--- src/rtl/esp_pkg.sv ---
// Shared types, widths and constants of the ellipse support point core.
`timescale 1ns / 1ps
`default_nettype none

package esp_pkg;

    // Width of a normalized magnitude, top bit at position 29.
    localparam int NORM_W = 30;
    // Product of a radius (31 bits) with a normalized magnitude.
    localparam int PROD_W = 61;
    // Radicand of the norm: sum of two squares of NORM_W bits.
    localparam int SQ_IN_W = 61;
    // Root and quotient width.
    localparam int ROOT_W = 31;
    // Dividend: radius product plus half the norm.
    localparam int DIVD_W = 62;

    localparam int CORDIC_STEPS = 30;
    localparam int CORDIC_W = 34;
    localparam logic signed [CORDIC_W-1:0] CORDIC_GAIN_INV = 34'sd652032874;

    localparam int CFG_IDX_W = 3;
    localparam logic [CFG_IDX_W-1:0] CFG_CENTER_X = 3'd0;
    localparam logic [CFG_IDX_W-1:0] CFG_CENTER_Y = 3'd1;
    localparam logic [CFG_IDX_W-1:0] CFG_RADIUS_X = 3'd2;
    localparam logic [CFG_IDX_W-1:0] CFG_RADIUS_Y = 3'd3;
    localparam logic [CFG_IDX_W-1:0] CFG_TURN_ANGLE = 3'd4;

    typedef struct packed {
        logic deg;
        logic neg_x;
        logic neg_y;
        logic zero;
    } esp_side_t;

    typedef struct packed {
        esp_side_t           side;
        logic [PROD_W-1:0]   prod_x;
        logic [PROD_W-1:0]   prod_y;
    } esp_sqtag_t;

    // Arctangent of 2^-i in units of 2^-32 turn.
    function automatic logic [31:0] atan_turn(input logic [4:0] idx);
        logic [31:0] val;
        begin
            case (idx)
                5'd0:    val = 32'h20000000;
                5'd1:    val = 32'h12E4051E;
                5'd2:    val = 32'h09FB385B;
                5'd3:    val = 32'h051111D4;
                5'd4:    val = 32'h028B0D43;
                5'd5:    val = 32'h0145D7E1;
                5'd6:    val = 32'h00A2F61E;
                5'd7:    val = 32'h00517C55;
                5'd8:    val = 32'h0028BE53;
                5'd9:    val = 32'h00145F2F;
                5'd10:   val = 32'h000A2F98;
                5'd11:   val = 32'h000517CC;
                5'd12:   val = 32'h00028BE6;
                5'd13:   val = 32'h000145F3;
                5'd14:   val = 32'h0000A2FA;
                5'd15:   val = 32'h0000517D;
                5'd16:   val = 32'h000028BE;
                5'd17:   val = 32'h0000145F;
                5'd18:   val = 32'h00000A30;
                5'd19:   val = 32'h00000518;
                5'd20:   val = 32'h0000028C;
                5'd21:   val = 32'h00000146;
                5'd22:   val = 32'h000000A3;
                5'd23:   val = 32'h00000051;
                5'd24:   val = 32'h00000029;
                5'd25:   val = 32'h00000014;
                5'd26:   val = 32'h0000000A;
                5'd27:   val = 32'h00000005;
                5'd28:   val = 32'h00000003;
                5'd29:   val = 32'h00000001;
                default: val = 32'h00000000;
            endcase
            return val;
        end
    endfunction

endpackage

`default_nettype wire

--- src/rtl/esp_norm.sv ---
// Two-stage pair normalizer: leading-one search, then a joint shift that brings the larger into [2^29, 2^30).
`timescale 1ns / 1ps
`default_nettype none

module esp_norm
    import esp_pkg::*;
#(
    parameter int IN_W = 51,
    parameter int TAG_W = 4
)(
    input  logic              clk,
    input  logic              rst_n,
    input  logic              en,
    input  logic              in_vld,
    input  logic [IN_W-1:0]   in_p,
    input  logic [IN_W-1:0]   in_q,
    input  logic [TAG_W-1:0]  in_tag,
    output logic              out_vld,
    output logic [NORM_W-1:0] out_p,
    output logic [NORM_W-1:0] out_q,
    output logic [TAG_W-1:0]  out_tag
);

    localparam int LW = $clog2(IN_W);
    localparam logic [LW-1:0] TARGET = LW'(NORM_W - 1);

    logic [IN_W-1:0] both;
    logic [LW-1:0] lead_next;

    logic vld_a_reg, vld_b_reg;
    logic [IN_W-1:0] p_a_reg, q_a_reg;
    logic [LW-1:0] lead_a_reg;
    logic [TAG_W-1:0] tag_a_reg, tag_b_reg;
    logic [NORM_W-1:0] p_b_reg, q_b_reg, p_b_next, q_b_next;

    logic [LW-1:0] rsh, lsh;
    logic [IN_W-1:0] p_r, q_r;

    // The larger of the pair has the same leading one as their OR.
    always_comb
    begin
        both = in_p | in_q;
        lead_next = '0;
        for (int i = 0; i < IN_W; i++)
        begin
            if (both[i])
            begin
                lead_next = LW'(i);
            end
        end
    end

    always_comb
    begin
        rsh = lead_a_reg - TARGET;
        lsh = TARGET - lead_a_reg;
        p_r = p_a_reg >> rsh;
        q_r = q_a_reg >> rsh;
        if (lead_a_reg > TARGET)
        begin
            p_b_next = p_r[NORM_W-1:0];
            q_b_next = q_r[NORM_W-1:0];
        end
        else
        begin
            p_b_next = p_a_reg[NORM_W-1:0] << lsh;
            q_b_next = q_a_reg[NORM_W-1:0] << lsh;
        end
    end

    always_ff @(posedge clk or negedge rst_n)
    begin
        if (!rst_n)
        begin
            vld_a_reg <= 1'b0;
            vld_b_reg <= 1'b0;
        end
        else if (en)
        begin
            vld_a_reg <= in_vld;
            vld_b_reg <= vld_a_reg;
        end
    end

    always_ff @(posedge clk)
    begin
        if (en)
        begin
            p_a_reg <= in_p;
            q_a_reg <= in_q;
            lead_a_reg <= lead_next;
            tag_a_reg <= in_tag;
            p_b_reg <= p_b_next;
            q_b_reg <= q_b_next;
            tag_b_reg <= tag_a_reg;
        end
    end

    assign out_vld = vld_b_reg;
    assign out_p = p_b_reg;
    assign out_q = q_b_reg;
    assign out_tag = tag_b_reg;

endmodule

`default_nettype wire

--- config.mk ---
export PLATFORM = sky130hd
export DESIGN_NAME = esp_norm
export DESIGN_NICKNAME = d
export VERILOG_FILES = /design/src/rtl/esp_pkg.sv /design/src/rtl/esp_norm.sv
export SDC_FILE = /design/constraint.sdc
export NUM_CORES = 1
export LEC_CHECK = 0
export BUFFER_PORTS_ARGS = -buffer_cell sky130_fd_sc_hd__buf_2
export CAP_MARGIN = 0
export CELL_PAD_IN_SITES_DETAIL_PLACEMENT = 0
export CELL_PAD_IN_SITES_GLOBAL_PLACEMENT = 1
export CORE_MARGIN = 5
export CORE_UTILIZATION = 30
export DETAILED_ROUTE_END_ITERATION = 8
export GPL_ROUTABILITY_DRIVEN = 0
export PLACE_DENSITY_LB_ADDON = 0.1
export SLEW_MARGIN = 20
export SYNTH_ARGS = -nofsm -noshare
export SYNTH_HDL_FRONTEND = slang
export SYNTH_SLANG_ARGS = --single-unit
--- constraint.sdc ---
create_clock -name clk -period 4.3 [get_ports clk]
set_input_delay 0.43 -clock clk [delete_from_list [all_inputs] [get_ports clk]]
set_output_delay 0.43 -clock clk [all_outputs]
set_load 0.005 [all_outputs]
==> Word level (Yosys, flattened, before mapping) <==
Cells that the tools add are included.
{ "word_totals": {"reg_bits": 178, "output_inout_bits": 65, "word_cells": 72} }
{ "classes": {"addsub": 2, "order_cmp": 1, "shift": 4, "mux": 51, "n_bitwise": 1, "reduce_logical": 2} }
{ "op_table": {"columns": ["op", "n"], "rows": [
  ["6-bit 2-to-1 mux", 29],
  ["51-bit by 6-bit >> shifter with 30-bit output", 2],
  ["5-bit 2-to-1 mux", 16],
  ["30-bit 2-to-1 mux", 2],
  ["30-bit by 6-bit left shift with 30-bit output", 2],
  ["51-bit bitwise OR", 1],
  ["19-bit OR reduction", 1],
  ["6-bit by 5-bit > comparator with 1-bit output, second input constant", 1],
  ["2-bit 2-to-1 mux", 3],
  ["5-bit by 6-bit subtractor with 6-bit output, first input constant", 1],
  ["6-bit by 5-bit subtractor with 6-bit output, second input constant", 1],
  ["3-bit OR reduction", 1],
  ["1-bit 2-to-1 mux", 1]
]} }

==> Longest topological paths before layout <==
{ "depth": {"ltp_word": 50, "ltp_mapped": 17} }

==> Worst setup path before layout <==
No wires, ideal clock.
{ "synth_path": {"path_type": "reg2reg", "start": "register lead_a_reg[0]", "end": "register p_b_reg[14] (netlist: out_p[14]), data pin", "arrival_time_ns": 3.343, "t_required_ns": 4.033, "setup_slack_ns": 0.690, "path_stages_with_launch": 15, "n_path_buf": 8, "cell_sequence": "edfxtp_1 -> buf_6 -> buf_6 -> buf_6 -> clkinv_1 -> buf_4 -> buf_2 -> ha_1 -> buf_6 -> buf_8 -> buf_6 -> mux4_2 -> mux4_2 -> a22oi_2 -> o221ai_2"} }
{ "synth_via": {"elab_chain_len": 3, "word_cells_on_any_way": 6} }
{ "synth_lines": {"columns": ["item", "line_no", "text"], "rows": [
  ["start, declared", "esp_norm.sv:32", "logic [LW-1:0] lead_a_reg;"],
  ["start signal, assigned", "esp_norm.sv:91", "lead_a_reg <= lead_next;"],
  ["6-bit by 5-bit subtractor with 6-bit output / 5-bit by 6-bit subtractor with 6-bit output (equally long branches)", "esp_norm.sv:55, esp_norm.sv:56", null],
  ["51-bit by 6-bit >> shifter with 30-bit output / 30-bit by 6-bit left shift with 30-bit output (equally long branches)", "esp_norm.sv:57, esp_norm.sv:66", null],
  ["30-bit 2-to-1 mux (*)", "esp_norm.sv:59", "if (lead_a_reg > TARGET)"],
  ["named net p_b_next[14]", "esp_norm.sv:34", "logic [NORM_W-1:0] p_b_reg, q_b_reg, p_b_next, q_b_next;"],
  ["end signal, assigned", "esp_norm.sv:93", "p_b_reg <= p_b_next;"],
  ["end, declared", "esp_norm.sv:34", null]
]} }
Mark *: on every way through the listed nets, which the timed path passes. The rest lies on a longest branch.
A chain may end at the register's enable or synchronous reset.

==> Final worst setup path <==
{ "layout_path": {"start": "register lead_a_reg[2]", "end": "register p_b_reg[29] (netlist: out_p[29]), data pin"} }
The elaborated chain is that of the path after synthesis.

==> metrics.txt <==
run status=complete, no violations; WS Path Type=reg -> reg; row count=82; max layer used=met5; P&R area growth vs syn=15.4%; Yosys cell types=76; slew margin rel.=32.0%; minimum clock period=3610 ps; antenna violations before repair=2; Non-Filler Instances=2221; top post-synthesis cells by area=edfxtp_1 (35%), mux4_2 (16%), mux2i_1 (7.6%), nand2_1 (5.6%), mux2_2 (3.9%); Die W=235 um; Mapped Area=15200 um2; clock slew seen by the registers of the worst setup and hold paths=70 ps; metal2 WL=32000 um; number of synthesized flops with an enable pin=176; CP arrival=3870 ps; fillcell total=5112; Final Setup Violations=0; Hold WS=104 ps; largest net degree at the start of global routing=122; io pins=175; Final #Nets=1650; Yosys reg bits=178; Hold WC Path Type=in -> reg; crit end category=flop; Final TNS setup=0 ps; Root Buffer=clkbuf_16; Syn. warnings=0; Detailed Route Iter0 Violations=1530; htree depth=4; I/O Buffers=174; Worst-Skew Late Latency=500 ps; PwrDens=402 nW/um2; final max-slew violation count=0; async set or reset register ratio after synthesis=1.12%; CP required=4560 ps; Die Y-Extent=235 um; met1 wire length=31700 um; Final Core Density=34.9%; FMAX=0.277 GHz; Synth top area share=34.8%; RSZ-0062 raised after global routing=false; core area=50200 um2; first-pass GRT wire length=102000 um; cts bufs inserted=17; CTS tree=built; register area share after synthesis=35.1%; Final Cell Area=17500 um2; deepest clock path buffer count=2; crit-path max FO=9; top_reg_cell synth=edfxtp_1; Worst IR Drop VDD=0.000194 V; final hold vios=0; clock sink count=178; skew final=12.2 ps; Startpoint Class=flop; wire length per cell=32.1 um; Static Leak=0.00645 uW; drt drc=0; Routed Antenna Nets=0; TritonRoute pass-1 iters=6; global route overflow=0; detailed placer's ending HPWL=56800 um; actual slew at the worst max-slew pin=1010 ps; vias per cell=6.10; period utilization=84.0%; final WL=71200 um; Syn Area/Cell=11.0 um2; placed cell area=16900 um2; flop2flop setup slack=690 ps; placed insts=2187; Die ar.=55300 um2; Initial Util=30.3%; layout cells sized above 1=29.6%; Synthesized Nets=1501; Cells after Synth=1386; top cell type by total area after synthesis=edfxtp_1; Max-cap violations=0; via count=13500; Tot GR Track Use=25.2%; Met3 Routed Length=4620 um; vias in the first global route=13300
critical path, cell delays in order (launching register included):
cell      delay [ps]
edfxtp_1         740
ha_2             350
a21oi_4          100
o221ai_1         560
nand2b_1         300
nor3_1           740
a22oi_1          200
buf_4            210
o221ai_1         150
per-stage QoR:
stage	setup slack [ps]	power, uW
floorplan	690	4090
global placement	646	5400
detailed placement	740	5380
CTS	717	7020
global route	571	7300
finish	689	7060
cells in the final DEF, fill, tap and decap left out, types with 52 or more instances in the layout:
master / synthesis / routed
mux2_2: 52 / 52
nand2_1: 226 / 226
mux4_2: 109 / 109
nor2_1: 95 / 94
buf_2: 37 / 173
edfxtp_1: 176 / 176
buf_4: 29 / 60
a21oi_1: 52 / 52
mux2i_1: 116 / 116
nand3_1: 74 / 74
final timing paths:
| check | startpoint | to | cells after the start |
|---|---|---|---|
| hold reg to reg | tag_a_reg[1]$_DFFE_PP_ | out_tag[1]$_DFFE_PP_ | 0 |
| max in group asynchronous | rst_n | vld_a_reg$_DFFE_PN0P_ | 2 |
| setup / recovery | lead_a_reg[2]$_SDFFCE_PP0P_ | out_p[29]$_DFFE_PP_ | 8 |
| hold / removal | in_p[0] | p_a_reg[0]$_DFFE_PP_ | 1 |
| min in group asynchronous | rst_n | out_vld$_DFFE_PN0P_ | 2 |
| setup reg to reg | lead_a_reg[2]$_SDFFCE_PP0P_ | out_p[29]$_DFFE_PP_ | 8 |
per-layer routing:
metal / vias to the layer above / global-route usage [%]
met4: 2 / 10.1
met2: 696 / 38.3
met1: 6886 / 35.8
li1: 5851 / -
met5: - / 0
met3: 110 / 4.29
cells by family (layout without fill, tap and decap cells):
family | after synthesis | after routing | share of synthesized area (%)
compound gates | 283 | 283 | 13.3
buf+inv | 124 | 286 | 4.83
simple gates | 490 | 490 | 14.3
flops | 178 | 178 | 35.1
xor+xnor | 8 | 8 | 0.758
fa+ha+maj | 5 | 5 | 0.412
other cells | 0 | 1 | 0
mux | 298 | 298 | 31.3
synthesized netlist by cell type (6+ instances only):
cell and number:
nor4_1 25, and3_1 6, o221ai_1 15, clkbuf_1 32, mux4_1 21, buf_6 12, a21oi_1 52, o21ai_0 38
edfxtp_1 176, buf_2 37, nand4_1 10, a22oi_1 31, o211ai_1 40, o2111ai_1 6, a32oi_1 18, o31a_1 9
nand2b_1 8, a31oi_1 17, mux2_2 52, a211oi_1 8, nor3_1 16, nand2_1 226, inv_1 7, mux2i_1 116
nand3_1 74, buf_4 29, mux4_2 109, nor2_1 95
cell type report:
class / count / area [um2] / area share, %
multi-input cells: 1084 / 9200 / 52.5
clock inverters: 14 / 155 / 0.885
repair buffers: 245 / 1540 / 8.77
clock buffers: 18 / 429 / 2.45
diodes: 1 / 2.50 / 0.0143
well taps: 672 / 841 / 4.80
flip-flops and latches: 178 / 5340 / 30.4
inverters: 9 / 33.8 / 0.193
power breakdown:
part           internal, uW  switching, uW  leakage [uW]
clock                   861            761      0.000286
sequential             2150            192       0.00178
combinational          1150           1940       0.00439
what timing repair did:
item	CTS	global route
hold buffers	1	0
setup buffers	0	0
gates resized for setup	0	0
endpoints found under the setup margin	0	0
endpoints found under the hold margin	2	0
(Power assumes the default switching activity.)
