<file path="src/rtl/esp_pkg.sv">
// Shared types, widths and constants of the ellipse support point core.
`timescale 1ns / 1ps
`default_nettype none

package esp_pkg;

    // Width of a normalized magnitude, top bit at position 29.
    localparam int NORM_W = 30;
    // Product of a radius (31 bits) with a normalized magnitude.
    localparam int PROD_W = 61;
    // Radicand of the norm: sum of two squares of NORM_W bits.
    localparam int SQ_IN_W = 61;
    // Root and quotient width.
    localparam int ROOT_W = 31;
    // Dividend: radius product plus half the norm.
    localparam int DIVD_W = 62;

    localparam int CORDIC_STEPS = 30;
    localparam int CORDIC_W = 34;
    localparam logic signed [CORDIC_W-1:0] CORDIC_GAIN_INV = 34'sd652032874;

    localparam int CFG_IDX_W = 3;
    localparam logic [CFG_IDX_W-1:0] CFG_CENTER_X = 3'd0;
    localparam logic [CFG_IDX_W-1:0] CFG_CENTER_Y = 3'd1;
    localparam logic [CFG_IDX_W-1:0] CFG_RADIUS_X = 3'd2;
    localparam logic [CFG_IDX_W-1:0] CFG_RADIUS_Y = 3'd3;
    localparam logic [CFG_IDX_W-1:0] CFG_TURN_ANGLE = 3'd4;

    typedef struct packed {
        logic deg;
        logic neg_x;
        logic neg_y;
        logic zero;
    } esp_side_t;

    typedef struct packed {
        esp_side_t           side;
        logic [PROD_W-1:0]   prod_x;
        logic [PROD_W-1:0]   prod_y;
    } esp_sqtag_t;

    // Arctangent of 2^-i in units of 2^-32 turn.
    function automatic logic [31:0] atan_turn(input logic [4:0] idx);
        logic [31:0] val;
        begin
            case (idx)
                5'd0:    val = 32'h20000000;
                5'd1:    val = 32'h12E4051E;
                5'd2:    val = 32'h09FB385B;
                5'd3:    val = 32'h051111D4;
                5'd4:    val = 32'h028B0D43;
                5'd5:    val = 32'h0145D7E1;
                5'd6:    val = 32'h00A2F61E;
                5'd7:    val = 32'h00517C55;
                5'd8:    val = 32'h0028BE53;
                5'd9:    val = 32'h00145F2F;
                5'd10:   val = 32'h000A2F98;
                5'd11:   val = 32'h000517CC;
                5'd12:   val = 32'h00028BE6;
                5'd13:   val = 32'h000145F3;
                5'd14:   val = 32'h0000A2FA;
                5'd15:   val = 32'h0000517D;
                5'd16:   val = 32'h000028BE;
                5'd17:   val = 32'h0000145F;
                5'd18:   val = 32'h00000A30;
                5'd19:   val = 32'h00000518;
                5'd20:   val = 32'h0000028C;
                5'd21:   val = 32'h00000146;
                5'd22:   val = 32'h000000A3;
                5'd23:   val = 32'h00000051;
                5'd24:   val = 32'h00000029;
                5'd25:   val = 32'h00000014;
                5'd26:   val = 32'h0000000A;
                5'd27:   val = 32'h00000005;
                5'd28:   val = 32'h00000003;
                5'd29:   val = 32'h00000001;
                default: val = 32'h00000000;
            endcase
            return val;
        end
    endfunction

endpackage

`default_nettype wire

</file>
<file path="src/rtl/esp_sqrt.sv">
// Pipelined integer square root, one root bit per stage.
`timescale 1ns / 1ps
`default_nettype none

module esp_sqrt
    import esp_pkg::*;
#(
    parameter int TAG_W = 8
)(
    input  logic               clk,
    input  logic               rst_n,
    input  logic               en,
    input  logic               in_vld,
    input  logic [SQ_IN_W-1:0] in_rad,
    input  logic [TAG_W-1:0]   in_tag,
    output logic               out_vld,
    output logic [ROOT_W-1:0]  out_root,
    output logic [TAG_W-1:0]   out_tag
);

    localparam int TW = SQ_IN_W + 2;

    logic [ROOT_W-1:0] vld_reg;
    logic [SQ_IN_W-1:0] rem_reg [ROOT_W-1];
    logic [ROOT_W-1:0] root_reg [ROOT_W];
    logic [TAG_W-1:0] tag_reg [ROOT_W];

    for (genvar j = 0; j < ROOT_W; j++)
    begin : g_stage
        localparam int K = ROOT_W - 1 - j;
        logic vld_in;
        logic [SQ_IN_W-1:0] rem_in;
        logic [ROOT_W-1:0] root_in;
        logic [TAG_W-1:0] tag_in;
        logic [TW-1:0] trial;
        logic take;

        if (j == 0)
        begin : g_first
            assign vld_in = in_vld;
            assign rem_in = in_rad;
            assign root_in = '0;
            assign tag_in = in_tag;
        end
        else
        begin : g_next
            assign vld_in = vld_reg[j-1];
            assign rem_in = rem_reg[j-1];
            assign root_in = root_reg[j-1];
            assign tag_in = tag_reg[j-1];
        end

        // Root holds no bits at or below K, so the OR is the sum 2^(K+1)r + 4^K.
        assign trial = (TW'(root_in) << (K + 1)) | (TW'(1) << (2 * K));
        assign take = (TW'(rem_in) >= trial);

        always_ff @(posedge clk or negedge rst_n)
        begin
            if (!rst_n)
            begin
                vld_reg[j] <= 1'b0;
            end
            else if (en)
            begin
                vld_reg[j] <= vld_in;
            end
        end

        always_ff @(posedge clk)
        begin
            if (en)
            begin
                root_reg[j] <= take ? (root_in | (ROOT_W'(1) << K)) : root_in;
                tag_reg[j] <= tag_in;
            end
        end

        if (j < ROOT_W - 1)
        begin : g_rem
            always_ff @(posedge clk)
            begin
                if (en)
                begin
                    rem_reg[j] <= take ? (rem_in - trial[SQ_IN_W-1:0]) : rem_in;
                end
            end
        end
    end

    assign out_vld = vld_reg[ROOT_W-1];
    assign out_root = root_reg[ROOT_W-1];
    assign out_tag = tag_reg[ROOT_W-1];

endmodule

`default_nettype wire

</file>
<file path="config.mk">
export PLATFORM = sky130hd
export DESIGN_NAME = esp_sqrt
export DESIGN_NICKNAME = d
export VERILOG_FILES = /design/src/rtl/esp_pkg.sv /design/src/rtl/esp_sqrt.sv
export SDC_FILE = /design/constraint.sdc
export NUM_CORES = 2
export LEC_CHECK = 0
export BUFFER_PORTS_ARGS = -buffer_cell sky130_fd_sc_hd__buf_2
export CAP_MARGIN = 5
export CORE_ASPECT_RATIO = 1.75
export CORE_UTILIZATION = 42
export DETAILED_ROUTE_END_ITERATION = 10
export GPL_TIMING_DRIVEN = 0
export PLACE_DENSITY = 0.58
export SYNTH_ARGS = -nofsm -noshare
export SYNTH_HDL_FRONTEND = slang
export SYNTH_SLANG_ARGS = --single-unit
</file>
<file path="constraint.sdc">
create_clock -name clk -period 4.1 [get_ports clk]
set_input_delay 0 -clock clk [delete_from_list [all_inputs] [get_ports clk]]
set_output_delay 0 -clock clk [all_outputs]
set_load 0.01 [all_outputs]
</file>
== After elaboration in Yosys (flattened, before gate mapping) ==
Memory sizes are Yosys's and may differ from the RTL's.
Cells that the tools add are included.

* Register bits: 31
* Bits of input ports: 73
* Output and inout bits: 40
* Bits in latches: 0
* RAM bits: 3039
* Memory bits (read-only): 0
* Logic and storage cells: 158
* Memories kept: 3

{| class="wikitable"
|+ Memory list
! name !! depth !! bits a word !! read ports !! clocked after Yosys merged registers in !! write ports !! RTL line !! text
|-
| rem_reg || 30 || 61 || 30 || 0 || 30 || esp_sqrt.sv:24 || <nowiki>logic [SQ_IN_W-1:0] rem_reg [ROOT_W-1];</nowiki>
|-
| root_reg || 31 || 31 || 31 || 0 || 31 || esp_sqrt.sv:25 || <nowiki>logic [ROOT_W-1:0] root_reg [ROOT_W];</nowiki>
|-
| tag_reg || 31 || 8 || 31 || 0 || 31 || esp_sqrt.sv:26 || <nowiki>logic [TAG_W-1:0] tag_reg [ROOT_W];</nowiki>
|}

* Muxes and demuxes: 63
* Divide/modulo/power cells: 0
* Shift operators: 0
* $lt $le $gt $ge: 31
* Reduce and logical (&&, ||, !) cells: 0
* Add/subtract/negate cells: 30
* Multiply operators: 0
* Eq/ne operators: 0
* Bitwise operators: 0

{| class="wikitable"
|+ Operator list
! kind !! count
|-
| 61-bit two-way mux || 30
|-
| 61-bit by 32-bit greater-or-equal comparator with 1-bit output || 1
|-
| 61-bit by 33-bit greater-or-equal comparator with 1-bit output || 1
|-
| 61-bit by 34-bit greater-or-equal comparator with 1-bit output || 1
|-
| 61-bit by 35-bit greater-or-equal comparator with 1-bit output || 1
|-
| 61-bit by 36-bit greater-or-equal comparator with 1-bit output || 1
|-
| 61-bit by 37-bit greater-or-equal comparator with 1-bit output || 1
|-
| 61-bit by 38-bit greater-or-equal comparator with 1-bit output || 1
|-
| 61-bit by 39-bit greater-or-equal comparator with 1-bit output || 1
|-
| 61-bit by 40-bit greater-or-equal comparator with 1-bit output || 1
|-
| 61-bit by 41-bit greater-or-equal comparator with 1-bit output || 1
|-
| 61-bit by 42-bit greater-or-equal comparator with 1-bit output || 1
|-
| 61-bit by 43-bit greater-or-equal comparator with 1-bit output || 1
|-
| 61-bit by 44-bit greater-or-equal comparator with 1-bit output || 1
|-
| 61-bit by 45-bit greater-or-equal comparator with 1-bit output || 1
|-
| 61-bit by 46-bit greater-or-equal comparator with 1-bit output || 1
|-
| 61-bit by 47-bit greater-or-equal comparator with 1-bit output || 1
|-
| 61-bit by 48-bit greater-or-equal comparator with 1-bit output || 1
|-
| 61-bit by 49-bit greater-or-equal comparator with 1-bit output || 1
|-
| 61-bit by 50-bit greater-or-equal comparator with 1-bit output || 1
|-
| 61-bit by 51-bit greater-or-equal comparator with 1-bit output || 1
|-
| 61-bit by 52-bit greater-or-equal comparator with 1-bit output || 1
|-
| 61-bit by 53-bit greater-or-equal comparator with 1-bit output || 1
|-
| 61-bit by 54-bit greater-or-equal comparator with 1-bit output || 1
|-
| 69 further kinds || 71
|}

== Longest topological paths before layout ==
An unclocked memory read counts as a cell.

* Word-level depth: 3
* Depth in mapped cells: 15
* Gate-level depth less buffers: 12

== Least setup slack after synthesis ==
Ideal clock, no wire load.

* Path kind: reg2reg
* Start: memory rem_reg[24][12]
* End: memory rem_reg[25][54], data pin
* Required time: 3827 ps
* Clock period less this slack: 3439 ps
* Slack: 661 ps
* Buffers on the path: 1
* Data arrival time: 3166 ps
* Stages on the path, launching flop included: 12
* Setup time: 273 ps
* Cells stage by stage: edfxtp_1 > ha_1 > nor2b_1 > o31a_1 > o311a_1 > o221ai_1 > a211oi_1 > or4b_1 > a311o_1 > buf_2 > nor4b_1 > xor2_1

{| class="wikitable"
|+ RTL lines
! what !! RTL line
|-
| start, declared || esp_sqrt.sv:24
|}

==> flow_metrics.tcl <==
set metrics [dict create \
    dieArea_sq_um 289000 \
    gp_congestion 1.04 \
    place_ws_ns -2.46 \
    synth_commonest_cells "2574 x edfxtp_1, 646 x inv_1, 625 x nor2_1, 624 x a21oi_1, 523 x ha_1" \
    period_minus_slack_ns 4.48 \
    fillers 24581 \
    cp-start-kind "register" \
    worstMarginPinSlew_ns 1.34 \
    rsz0062_at_grt "true" \
    synthesis.area_sq_um 120000 \
    area_growth_pct 15.6 \
    clk-insertion-delay-late_ns 0.98 \
    fin_worst_skew_ns 0.0798 \
    power_density_nw_per_um2 567 \
    grt_usage 0.271 \
    synth_ff_type "edfxtp_1" \
    ys_types 96 \
    portBuffers 111 \
    drv_cap 0 \
    vias 76734 \
    multiInputGateArea_sq_um 41500 \
    postSynthAreaPerCell_sq_um 13.1 \
    dr.pass1.iters 6 \
    drt_iter0_markers 4066 \
    finalInstanceArea_sq_um 139000 \
    drive_gt1_frac 0.115 \
    die_w_um 407 \
    cts.sinks 2605 \
    cts_tree "done" \
    async_flop_share 0.0119 \
    start_util 0.423 \
    reg2reg_depth 12 \
    largest_reg_flops 1830 \
    ant_nets 0 \
    root_buffer "clkbuf_16" \
    finalSetupTns_ns -6.28 \
    wire_per_inst_um 28.3 \
    critPathArrivalTime_ns 5.14 \
    grt_overflow_total 0 \
    rrSetupSlack_ns -0.38 \
    hold_path.class "input port to async pin" \
    synth_top_area_frac 0.642 \
    core_sq_um 285000 \
    hold_slack_ns 0.0560 \
    status "complete, but fails checks" \
    synth_area_leaders "edfxtp_1 64%, ha_1 5.4%, xor2_1 3.0%" \
    yosysWarnings 0 \
    die_h_um 710 \
    grt_pass1_wl_mm 543 \
    grt_pass1_vias 81287 \
    leakagePower_uw 0.0515 \
    register_area_sq_um 78100 \
    synth_edf_count 2574 \
    wirelength_mm 394 \
    synth_nets 9805 \
    grt_max_degree 173 \
    cts_buffer_depth 4 \
    ys_ff_latch 2605 \
    post-route-period-util 1.09 \
    yosysMostFrequentCell "edfxtp_1" \
    slew_headroom 0.0994 \
    end_kind "register" \
    cts.htree.levels 4 \
    hold_violations 0 \
    ios 113 \
    power_uw 79000 \
    worstSetupPathType "register to register" \
    antenna_found_initial 29 \
    critPathRequiredTime_ns 4.76 \
    syn_inst 9209 \
    finalSetupViolCount 47 \
    final_max_slew_viol_count 0 \
    nets 10408 \
    yosys.area.top_type "edfxtp_1" \
    numCtsBuffers 247 \
    path_max_fanout 7 \
    ys_seq_area_frac 0.648 \
    drc_errors 0 \
    clk_pin_slew_ns 0.07 \
    max_freq_mhz 223 \
    row_count 259 \
    hpwlAfterDp_mm 310 \
    violations "setup timing" \
    via_per_inst 5.52 \
    fin_ws_ns -0.376 \
    peakVddDrop_mv 0.411 \
    place_area_sq_um 126000 \
]
worst paths after layout:
path                            startpoint                 end
min reg2reg                 tag_reg[18][2]      tag_reg[19][2]
max                        rem_reg[26][17]     rem_reg[27][60]
min                                  rst_n  g_stage[19].vld_in
max in group asynchronous            rst_n  g_stage[12].vld_in
max reg2reg                rem_reg[26][17]     rem_reg[27][60]
min in group clk                        en       tag_reg[0][6]
cells in the final DEF, fill, tap and decap left out, types with 41 or more instances in the layout:
| cell type | synthesis | routed |
|---|---|---|
| a21o_1 | 185 | 184 |
| a21oi_1 | 624 | 611 |
| and2_1 | 44 | 41 |
| and3_1 | 54 | 49 |
| buf_2 | 11 | 120 |
| buf_4 | 3 | 95 |
| clkbuf_1 | 161 | 131 |
| clkbuf_16 | 0 | 247 |
| clkinv_2 | 0 | 42 |
| diode_2 | 0 | 103 |
| dlygate4sd3_1 | 0 | 143 |
| edfxtp_1 | 2574 | 2574 |
| ha_1 | 523 | 495 |
| inv_1 | 646 | 645 |
| mux2_2 | 119 | 119 |
| nand2_1 | 476 | 471 |
| nand2b_1 | 97 | 96 |
| nand3_1 | 166 | 156 |
| nand4_1 | 152 | 152 |
| nor2_1 | 625 | 612 |
| nor2b_1 | 62 | 61 |
| nor3_1 | 250 | 226 |
| nor4_1 | 321 | 270 |
| o211ai_1 | 57 | 57 |
| o21a_1 | 95 | 95 |
| o21ai_0 | 340 | 315 |
| o21bai_1 | 46 | 46 |
| or2_2 | 41 | 41 |
| or3_1 | 103 | 100 |
| or4_1 | 57 | 53 |
| xnor2_1 | 394 | 381 |
| xor2_1 | 411 | 400 |
layout make-up:
type                       count  area share
antenna                      103     0.00185
buffer                       164     0.00639
clock buffer                 294      0.0457
clock inverter               148      0.0117
inverter                     651      0.0176
multi-input combinational   5764       0.298
sequential                  2605       0.561
tap                         3784      0.0340
timing repair buffer         379      0.0243
repair_timing:
item	in CTS	in global routing
buffers inserted	53	34
pin swaps	51	46
hold buffers	144	0
gates cloned	1	0
resized for setup	387	162
hold endpoints to repair	345	0
endpoints found under the setup margin	725	334
logic make-up (layout without fill, tap and decap cells):
| group | Yosys count | count (layout) | share of synthesized area |
|---|---|---|---|
| XOR/XNOR | 805 | 805 | 0.0586 |
| buffers and inverters | 840 | 1636 | 0.0265 |
| other | 1 | 104 | 0.0000311 |
| multiplexers | 132 | 132 | 0.0123 |
| flip-flops | 2605 | 2605 | 0.648 |
| AO/OA/AOI/OAI | 1685 | 1685 | 0.0868 |
| AND/OR/NAND/NOR | 2618 | 2618 | 0.113 |
| adder cells (fa/ha/maj) | 523 | 523 | 0.0543 |
layer usage:
layer	GRT usage	vias up	routed length, um
met5	0	-	93
met4	0.358	14	63200
met3	0.0385	1438	10900
met2	0.573	2000	235000
met1	0.146	37359	84400
li1	-	35923	-
worst max-delay path, stage by stage (launching register included):
cell       delay (ns)
edfxtp_1         0.44
ha_4             0.32
and3_4           0.21
nand4b_1         0.11
buf_6            0.16
nor4_4           0.52
o211ai_1         0.66
a31o_2           0.51
a2111oi_4        0.45
buf_4            0.20
nand3_4          0.17
nor4_4           0.31
xor2_1           0.11
power by group:
part | internal, uW | switching, uW
Combinational | 7190 | 12000
Sequential | 33800 | 2860
Clock | 12900 | 10200
Total | 53900 | 25100
per-stage QoR:
step	util	std cells
after floorplan	-	9209
after global placement	0.441	13104
after detailed placement	0.444	13138
after CTS	0.484	13762
after global routing	0.489	13886
final	0.489	13892
(Power assumes the default switching activity.)
