==> config.mk <==
export PLATFORM = sky130hd
export DESIGN_NAME = esp_cordic
export DESIGN_NICKNAME = d
export VERILOG_FILES = /design/src/rtl/esp_pkg.sv /design/src/rtl/esp_cordic.sv
export SDC_FILE = /design/constraint.sdc
export NUM_CORES = 1
export LEC_CHECK = 0
export ABC_CLOCK_PERIOD_IN_PS = 15870
export BUFFER_PORTS_ARGS = -buffer_cell sky130_fd_sc_hd__buf_2
export CORE_ASPECT_RATIO = 0.75
export CORE_MARGIN = 5
export CORE_UTILIZATION = 25
export CTS_BUF_LIST = sky130_fd_sc_hd__clkbuf_8
export DETAILED_ROUTE_END_ITERATION = 12
export GPL_TIMING_DRIVEN = 0
export PLACE_DENSITY = 0.46
export SLEW_MARGIN = 0
export SYNTH_ARGS = -nofsm -noshare
export SYNTH_HDL_FRONTEND = slang
export SYNTH_SLANG_ARGS = --single-unit
==> constraint.sdc <==
create_clock -name clk -period 15.87 [get_ports clk]
set_clock_uncertainty 0.1 [all_clocks]
set_input_delay 3.174 -clock clk [delete_from_list [all_inputs] [get_ports clk]]
set_output_delay 3.174 -clock clk [all_outputs]
set_load 0.1 [all_outputs]
==> src/rtl/esp_pkg.sv <==
// Shared types, widths and constants of the ellipse support point core.
`timescale 1ns / 1ps
`default_nettype none

package esp_pkg;

    // Width of a normalized magnitude, top bit at position 29.
    localparam int NORM_W = 30;
    // Product of a radius (31 bits) with a normalized magnitude.
    localparam int PROD_W = 61;
    // Radicand of the norm: sum of two squares of NORM_W bits.
    localparam int SQ_IN_W = 61;
    // Root and quotient width.
    localparam int ROOT_W = 31;
    // Dividend: radius product plus half the norm.
    localparam int DIVD_W = 62;

    localparam int CORDIC_STEPS = 30;
    localparam int CORDIC_W = 34;
    localparam logic signed [CORDIC_W-1:0] CORDIC_GAIN_INV = 34'sd652032874;

    localparam int CFG_IDX_W = 3;
    localparam logic [CFG_IDX_W-1:0] CFG_CENTER_X = 3'd0;
    localparam logic [CFG_IDX_W-1:0] CFG_CENTER_Y = 3'd1;
    localparam logic [CFG_IDX_W-1:0] CFG_RADIUS_X = 3'd2;
    localparam logic [CFG_IDX_W-1:0] CFG_RADIUS_Y = 3'd3;
    localparam logic [CFG_IDX_W-1:0] CFG_TURN_ANGLE = 3'd4;

    typedef struct packed {
        logic deg;
        logic neg_x;
        logic neg_y;
        logic zero;
    } esp_side_t;

    typedef struct packed {
        esp_side_t           side;
        logic [PROD_W-1:0]   prod_x;
        logic [PROD_W-1:0]   prod_y;
    } esp_sqtag_t;

    // Arctangent of 2^-i in units of 2^-32 turn.
    function automatic logic [31:0] atan_turn(input logic [4:0] idx);
        logic [31:0] val;
        begin
            case (idx)
                5'd0:    val = 32'h20000000;
                5'd1:    val = 32'h12E4051E;
                5'd2:    val = 32'h09FB385B;
                5'd3:    val = 32'h051111D4;
                5'd4:    val = 32'h028B0D43;
                5'd5:    val = 32'h0145D7E1;
                5'd6:    val = 32'h00A2F61E;
                5'd7:    val = 32'h00517C55;
                5'd8:    val = 32'h0028BE53;
                5'd9:    val = 32'h00145F2F;
                5'd10:   val = 32'h000A2F98;
                5'd11:   val = 32'h000517CC;
                5'd12:   val = 32'h00028BE6;
                5'd13:   val = 32'h000145F3;
                5'd14:   val = 32'h0000A2FA;
                5'd15:   val = 32'h0000517D;
                5'd16:   val = 32'h000028BE;
                5'd17:   val = 32'h0000145F;
                5'd18:   val = 32'h00000A30;
                5'd19:   val = 32'h00000518;
                5'd20:   val = 32'h0000028C;
                5'd21:   val = 32'h00000146;
                5'd22:   val = 32'h000000A3;
                5'd23:   val = 32'h00000051;
                5'd24:   val = 32'h00000029;
                5'd25:   val = 32'h00000014;
                5'd26:   val = 32'h0000000A;
                5'd27:   val = 32'h00000005;
                5'd28:   val = 32'h00000003;
                5'd29:   val = 32'h00000001;
                default: val = 32'h00000000;
            endcase
            return val;
        end
    endfunction

endpackage

`default_nettype wire

==> src/rtl/esp_cordic.sv <==
// Iterative CORDIC that turns a written angle into the rotation cosine and sine.
`timescale 1ns / 1ps
`default_nettype none

module esp_cordic
    import esp_pkg::*;
#(
    parameter int TRIG_BITS = 18
)(
    input  logic                        clk,
    input  logic                        rst_n,
    input  logic                        start,
    input  logic [15:0]                 angle,
    output logic                        busy,
    output logic signed [TRIG_BITS-1:0] rot_cos,
    output logic signed [TRIG_BITS-1:0] rot_sin
);

    localparam int RS = 32 - TRIG_BITS;
    localparam logic signed [CORDIC_W-1:0] QTR_TURN = 34'sd1073741824;
    localparam logic signed [CORDIC_W-1:0] HALF_TURN = 34'sd2147483648;
    localparam logic signed [CORDIC_W-1:0] RHALF = CORDIC_W'(1) <<< (RS - 1);
    localparam logic signed [CORDIC_W-1:0] ONE_C = CORDIC_W'(1) <<< (TRIG_BITS - 2);
    localparam logic [4:0] LAST_STEP = 5'(CORDIC_STEPS - 1);

    typedef enum logic [2:0] {
        ST_IDLE = 3'b001,
        ST_RUN  = 3'b010,
        ST_DONE = 3'b100
    } cordic_state_t;

    cordic_state_t state_reg, state_next;
    logic [4:0] step_reg, step_next;
    logic signed [CORDIC_W-1:0] x_reg, x_next, y_reg, y_next, z_reg, z_next;
    logic neg_reg, neg_next;
    logic signed [TRIG_BITS-1:0] cos_reg, cos_next, sin_reg, sin_next;

    logic signed [CORDIC_W-1:0] z_init, atan_v, xf, yf;

    function automatic logic signed [TRIG_BITS-1:0] round_clamp(
        input logic signed [CORDIC_W-1:0] v
    );
        logic signed [CORDIC_W-1:0] mag, r, s;
        begin
            mag = (v < 0) ? -v : v;
            r = (mag + RHALF) >>> RS;
            s = (v < 0) ? -r : r;
            if (s > ONE_C) begin
                s = ONE_C;
            end
            if (s < -ONE_C) begin
                s = -ONE_C;
            end
            return TRIG_BITS'(s);
        end
    endfunction

    always_comb
    begin
        state_next = state_reg;
        step_next = step_reg;
        x_next = x_reg;
        y_next = y_reg;
        z_next = z_reg;
        neg_next = neg_reg;
        cos_next = cos_reg;
        sin_next = sin_reg;
        z_init = CORDIC_W'($signed({angle, 16'h0000}));
        atan_v = CORDIC_W'(atan_turn(step_reg));
        xf = neg_reg ? -x_reg : x_reg;
        yf = neg_reg ? -y_reg : y_reg;
        unique case (state_reg)
            ST_IDLE:
            begin
                if (start)
                begin
                    x_next = CORDIC_GAIN_INV;
                    y_next = '0;
                    step_next = '0;
                    // Fold the angle into the right half plane.
                    if (z_init > QTR_TURN)
                    begin
                        z_next = z_init - HALF_TURN;
                        neg_next = 1'b1;
                    end
                    else if (z_init < -QTR_TURN)
                    begin
                        z_next = z_init + HALF_TURN;
                        neg_next = 1'b1;
                    end
                    else
                    begin
                        z_next = z_init;
                        neg_next = 1'b0;
                    end
                    state_next = ST_RUN;
                end
            end
            ST_RUN:
            begin
                if (z_reg >= 0)
                begin
                    x_next = x_reg - (y_reg >>> step_reg);
                    y_next = y_reg + (x_reg >>> step_reg);
                    z_next = z_reg - atan_v;
                end
                else
                begin
                    x_next = x_reg + (y_reg >>> step_reg);
                    y_next = y_reg - (x_reg >>> step_reg);
                    z_next = z_reg + atan_v;
                end
                step_next = step_reg + 5'd1;
                if (step_reg == LAST_STEP)
                begin
                    state_next = ST_DONE;
                end
            end
            ST_DONE:
            begin
                cos_next = round_clamp(xf);
                sin_next = round_clamp(yf);
                state_next = ST_IDLE;
            end
            default:
            begin
                state_next = ST_IDLE;
            end
        endcase
    end

    always_ff @(posedge clk or negedge rst_n)
    begin
        if (!rst_n)
        begin
            state_reg <= ST_IDLE;
            cos_reg <= TRIG_BITS'(ONE_C);
            sin_reg <= '0;
        end
        else
        begin
            state_reg <= state_next;
            cos_reg <= cos_next;
            sin_reg <= sin_next;
        end
    end

    always_ff @(posedge clk)
    begin
        step_reg <= step_next;
        x_reg <= x_next;
        y_reg <= y_next;
        z_reg <= z_next;
        neg_reg <= neg_next;
    end

    assign busy = (state_reg != ST_IDLE);
    assign rot_cos = cos_reg;
    assign rot_sin = sin_reg;

endmodule

`default_nettype wire

* Word-level counts from Yosys, hierarchy flattened
Memory sizes are Yosys's and may differ from the RTL's. A register that Yosys moved wholly into a read port is not among the register bits.
Cells that the tools add are included.
** Word-level totals
- Bits in registers :: 147
- Bits in latches :: 0
- Bits in writable memories :: 0
- Memory bits (read-only) :: 960
- Bits of input ports :: 19
- Output and inout bits :: 37
- Memories :: 1
** Memories
- (name not given) :: depth 32, width 30, rd ports 1, clocked after Yosys merged registers in 1, write ports 0, line esp_pkg.sv:46 : case (idx)
** Cells by class
- Add/subtract/negate cells :: 17
- Multiply operators :: 0
- Div/mod/pow operators :: 0
- Magnitude comparators :: 9
- Equal/unequal tests :: 7
- Shift operators :: 2
- Mux-type cells :: 30
- Bitwise operators :: 0
- Reductions and logical operators :: 4
** Operators with widths (number)
- 2-to-1 mux 34 bit :: 18
- one-hot mux 34 bit (2 select lines) :: 3
- negator 34 bit :: 4
- adder 34 x 15 -> 34 bit (second input constant) :: 2
- adder 34 bit :: 2
- greater-than comparator 34 x 18 -> 1 bit (second input constant) :: 2
- less-than comparator 34 x 1 -> 1 bit (second input constant) :: 2
- less-than comparator 34 x 17 -> 1 bit (second input constant) :: 2
- negator 20 -> 34 bit :: 2
- >>> shifter 34 x 5 -> 34 bit :: 2
- subtractor 34 bit :: 2
- 2-to-1 mux 18 bit :: 2
- adder 32 x 33 -> 34 bit (second input constant) :: 1
- adder 34 x 33 -> 34 bit :: 1
- >= comparator 34 x 1 -> 1 bit (second input constant) :: 1
- subtractor 32 x 33 -> 34 bit (second input constant) :: 1
- subtractor 34 x 33 -> 34 bit :: 1
- greater-than comparator 32 bit (second input constant) :: 1
- less-than comparator 32 x 31 -> 1 bit (second input constant) :: 1
- 2-to-1 mux 5 bit :: 2
- one-hot mux 5 bit (2 select lines) :: 1
- 2-to-1 mux 3 bit :: 2
- one-hot mux 3 bit (2 select lines) :: 1
- AND reduction 2 bit :: 3
- other kinds (9) :: 10

* Longest topological paths before layout
- Word-level depth :: 12
- Gate-level depth with buffers :: 29
- Depth with buffers taken out :: 26

* Worst setup path after synthesis
Ideal clock, no wire load.
- Path kind :: register -> register
- From :: register step_reg[0]
- To :: register x_reg[30], data pin
- Library setup time :: 0.266 ns
- Data arrival time :: 6.772 ns
- Slack :: 8.732 ns
- Stages on the path, launching flop included :: 29
- Period minus slack after synthesis :: 7.138 ns
- Path through :: edfxtp_1 -> clkbuf_1 -> clkbuf_1 -> clkbuf_1 -> buf_1 -> mux4_2 -> mux2_2 -> o21ai_0 -> mux2_2 -> ha_1 -> nor2_1 -> xnor2_1 -> ha_1 -> a21o_1 -> a21oi_1 -> o21ai_0 -> a21oi_1 -> o21ai_0 -> a211oi_1 -> o31ai_1 -> o221ai_1 -> o2111ai_1 -> a31oi_1 -> nor2b_1 -> o21ai_0 -> nor4b_1 -> o41ai_1 -> xnor2_1 -> nor2_1
** On the way
- Longest elaborated chain between the ends :: 4
- Elaborated cells on any way between the ends :: 5
- Those cells by class :: 2 x add/sub; 1 x shift; 2 x mux
** Ends and longest elaborated chain
- start: declaration :: line esp_cordic.sv:33 : logic [4:0] step_reg, step_next;
- start signal: assignment :: line esp_cordic.sv:150 : step_reg <= step_next;
- >>> shifter 34 x 5 -> 34 bit * :: line esp_cordic.sv:103, esp_cordic.sv:109
- adder 34 bit / subtractor 34 bit (equally long branches) :: line esp_cordic.sv:109, esp_cordic.sv:103
- 2-to-1 mux 34 bit * :: line esp_cordic.sv:101 : if (z_reg >= 0)
- one-hot mux 34 bit (2 select lines) * :: line esp_cordic.sv:72 : unique case (state_reg)
- end signal: assignment :: line esp_cordic.sv:151 : x_reg <= x_next;
- end: declaration :: line esp_cordic.sv:34 : logic signed [CORDIC_W-1:0] x_reg, x_next, y_reg, y_next, z_reg, z_next;
Mark *: on every way between the ends. The rest lies on a longest branch, timed or not.
A chain may end at the register's enable or synchronous reset.

* Worst setup path in the final report
- From :: register step_reg[0]
- To :: register x_reg[32], data pin
Same word-level chain as after synthesis.

==> results.md <==
- Outcome: complete, no violations
- Yosys Warn Count: 0
- Crit path launch: step_reg[0]
- Final Setup Violations: 0
- MaxCap Viol Count: 0
- Asr flop ratio synth: 22.0%
- CTS Hold Bufs: 0
- R2R Path End: x_reg[32]
- # Post-CTS Setup Buffers: 0
- TritonCTS Buffers: 17
- IO Pins: 56
- Drt pass-1 iters: 6
- Slowest-stage cell, CP: clkbuf_1
- Num rows: 98
- Worst Path Required: 16080 ps
- Gr busiest metal: met1
- Post-CTS Resized: 0
- Remaining antenna violation count: 0
- Sum of negative setup slack: 0 ps
- Chip width: 369 um
- RD Place Congestion: 1.02
- Worst Setup Path Type: reg -> reg
- Area delta synth->final: 9.45%
- Yosys reg bits: 177
- Crit-path max FO: 10
- Synth unique cells: 119
- Maximum clock frequency: 0.101 GHz
- Slew HR: 18.9%
- Die ar.: 103000 sq um
- Initial antenna violation count: 3
- Vias in the first global route: 22011
- Post-Route WL: 93200 um
- Initial Utilization: 25.2%
- Post-Syn Area per Cell: 8.14 sq um
- Crit start category: register
- Synthesized area: 24100 sq um
- Port buffer count: 55
- R2R Path Start: step_reg[0]
- Register-to-register setup slack: 5950 ps
- Worst slew pin tran: 1220 ps
- Met3 Use GR: 4.74%
- HP Class: reg -> reg
- Syn_nets: 3102
- CTS max path bufs: 2
- Crit path top cell by count: o21ai_0
- Largest net degree at the start of global routing: 62
- H-tree depth: 4
- Max-slew violations: 0
- Final HPWL DP: 72800 um
- Worst-Skew Late Latency: 590 ps
- Primary FF master, synth: edfxtp_1
- DR WL/cell: 21.7 um
- CP peak stage delay: 860 ps
- Layout cells sized above 1: 10.2%
- Post-synthesis sequential area ratio: 20.0%
- EDFF count, synth: 108
- Residual DRC count: 0
- Clock sinks: 177
- Gr usage total: 17.6%
- Unrepaired setup endpoints after global routing: no
- First-pass GRT wire length: 140000 um
- Nature of the critical path endpoint: register
- Critical Path Sink: x_reg[32]
- Iter 0 DRT Violations: 2691
- Core Region: 95500 sq um
- CTS root buffer: clkbuf_8
- Die height: 279 um
- Vias/cell: 5.55
- GRT Residual Overflow: 0
- Synth Instances: 2961
- Final Hold Fails: 0
- Met2 Track Usage GR: 23.0%
- CTS clk-pin slew, worst paths: 110 ps
- Crit path arrival time: 10140 ps
- CTS tree: yes
- Met1 Use GR: 27.7%
- R2R depth: 28
- Final period util: 62.5%
- Via count: 23880
- Final nets: 3177
- Period minus WS final: 9920 ps
## cells in the final DEF, fill, tap and decap left out, types with 29 or more instances in the layout
master / instances
a31oi_1: 32
dfxtp_1: 30
nand2_1: 275
a21o_1: 29
o41ai_1: 36
nor4_1: 35
a211oi_1: 38
nor2_1: 271
nand3_1: 80
inv_1: 81
a21oi_1: 144
and2_1: 42
nor3_1: 79
nand4_1: 36
buf_1: 32
mux4_2: 58
buf_2: 79
ha_1: 119
clkbuf_1: 119
o31ai_1: 52
dfrtp_1: 37
mux2_2: 38
o21ai_0: 209
edfxtp_1: 108
xnor2_1: 159
xor2_1: 145
or3_1: 44
nand2b_1: 40
mux2i_1: 81
## worst max-delay path, delay by kind of cell, from the launching register on
kind | cells | cell delay (ps)
AOI/OAI and AO/OA | 13 | 3180
buffers and inverters | 4 | 3010
adders and majority gates | 2 | 560
muxes | 3 | 1130
xor gates and xnor gates | 2 | 400
and+or+nand+nor | 4 | 860
DFF | 1 | 400
## kinds of logic after synthesis
logic type	count (synthesis)	synth area share [%]
and+or+nand+nor	1070	22.5
DFF	177	20.0
xor gates and xnor gates	316	11.9
AOI/OAI and AO/OA	831	24.2
adders and majority gates	122	6.43
buffers and inverters	268	4.47
muxes	177	10.6
## cell type report
class                   count  area, sq um
multi-input cells        2516        18200
flip-flops and latches    177         4820
diodes                      1         2.50
fillers                 10311        69100
well taps                1250         1560
clock buffers              17          234
plain buffers             182          754
clock inverters            15          170
inverters                  86          328
repair buffers             56          303
## cells in the mapped netlist (80+ instances only)
library cell | number | area (sq um)
a21oi_1 | 144 | 721
clkbuf_1 | 119 | 447
edfxtp_1 | 108 | 3240
ha_1 | 119 | 1490
inv_1 | 82 | 308
mux2i_1 | 81 | 811
nand2_1 | 275 | 1030
nand3_1 | 80 | 400
nor2_1 | 271 | 1020
o21ai_0 | 209 | 1050
xnor2_1 | 159 | 1390
xor2_1 | 145 | 1270
## per-stage QoR
step | hold WS [ps] | utilization, % | setup slack [ps] | cells | cell area (sq um)
2_1_floorplan | 568 | - | 8730 | 2961 | 24100
3_3_place_gp | 366 | 27.2 | 5960 | 4266 | 25900
3_5_place_dp | 368 | 27.2 | 6120 | 4267 | 26000
4_1_cts | 397 | 27.6 | 6040 | 4299 | 26400
5_1_grt | 420 | 27.6 | 5160 | 4300 | 26400
6_report | 389 | 27.6 | 5950 | 4300 | 26400
## worst min-delay path by stage
| stage | startpoint | to | slack (ps) | depth (start not counted) |
|---|---|---|---|---|
| floorplan | atan_v[0] | z_reg[0] | 570 | 2 |
| detailed placement | rot_cos[17] | rot_cos[17] | 370 | 2 |
| global placement | rot_cos[2] | rot_cos[2] | 370 | 2 |
| global route | rot_cos[15] | rot_cos[15] | 420 | 2 |
| CTS | rot_cos[15] | rot_cos[15] | 400 | 2 |
| finish | rot_cos[3] | rot_cos[3] | 390 | 2 |
## per-layer routing
metal  vias to the layer above  part of all wire [%]
met5                         -                     0
met1                     11544                    51
li1                      11296                     -
met4                         0                   1.8
met3                        81                   9.3
met2                       959                    38
Power is left out: the tool's default activity adds up to more than one toggle a clock period on the data nets, which glitch-free logic cannot reach.
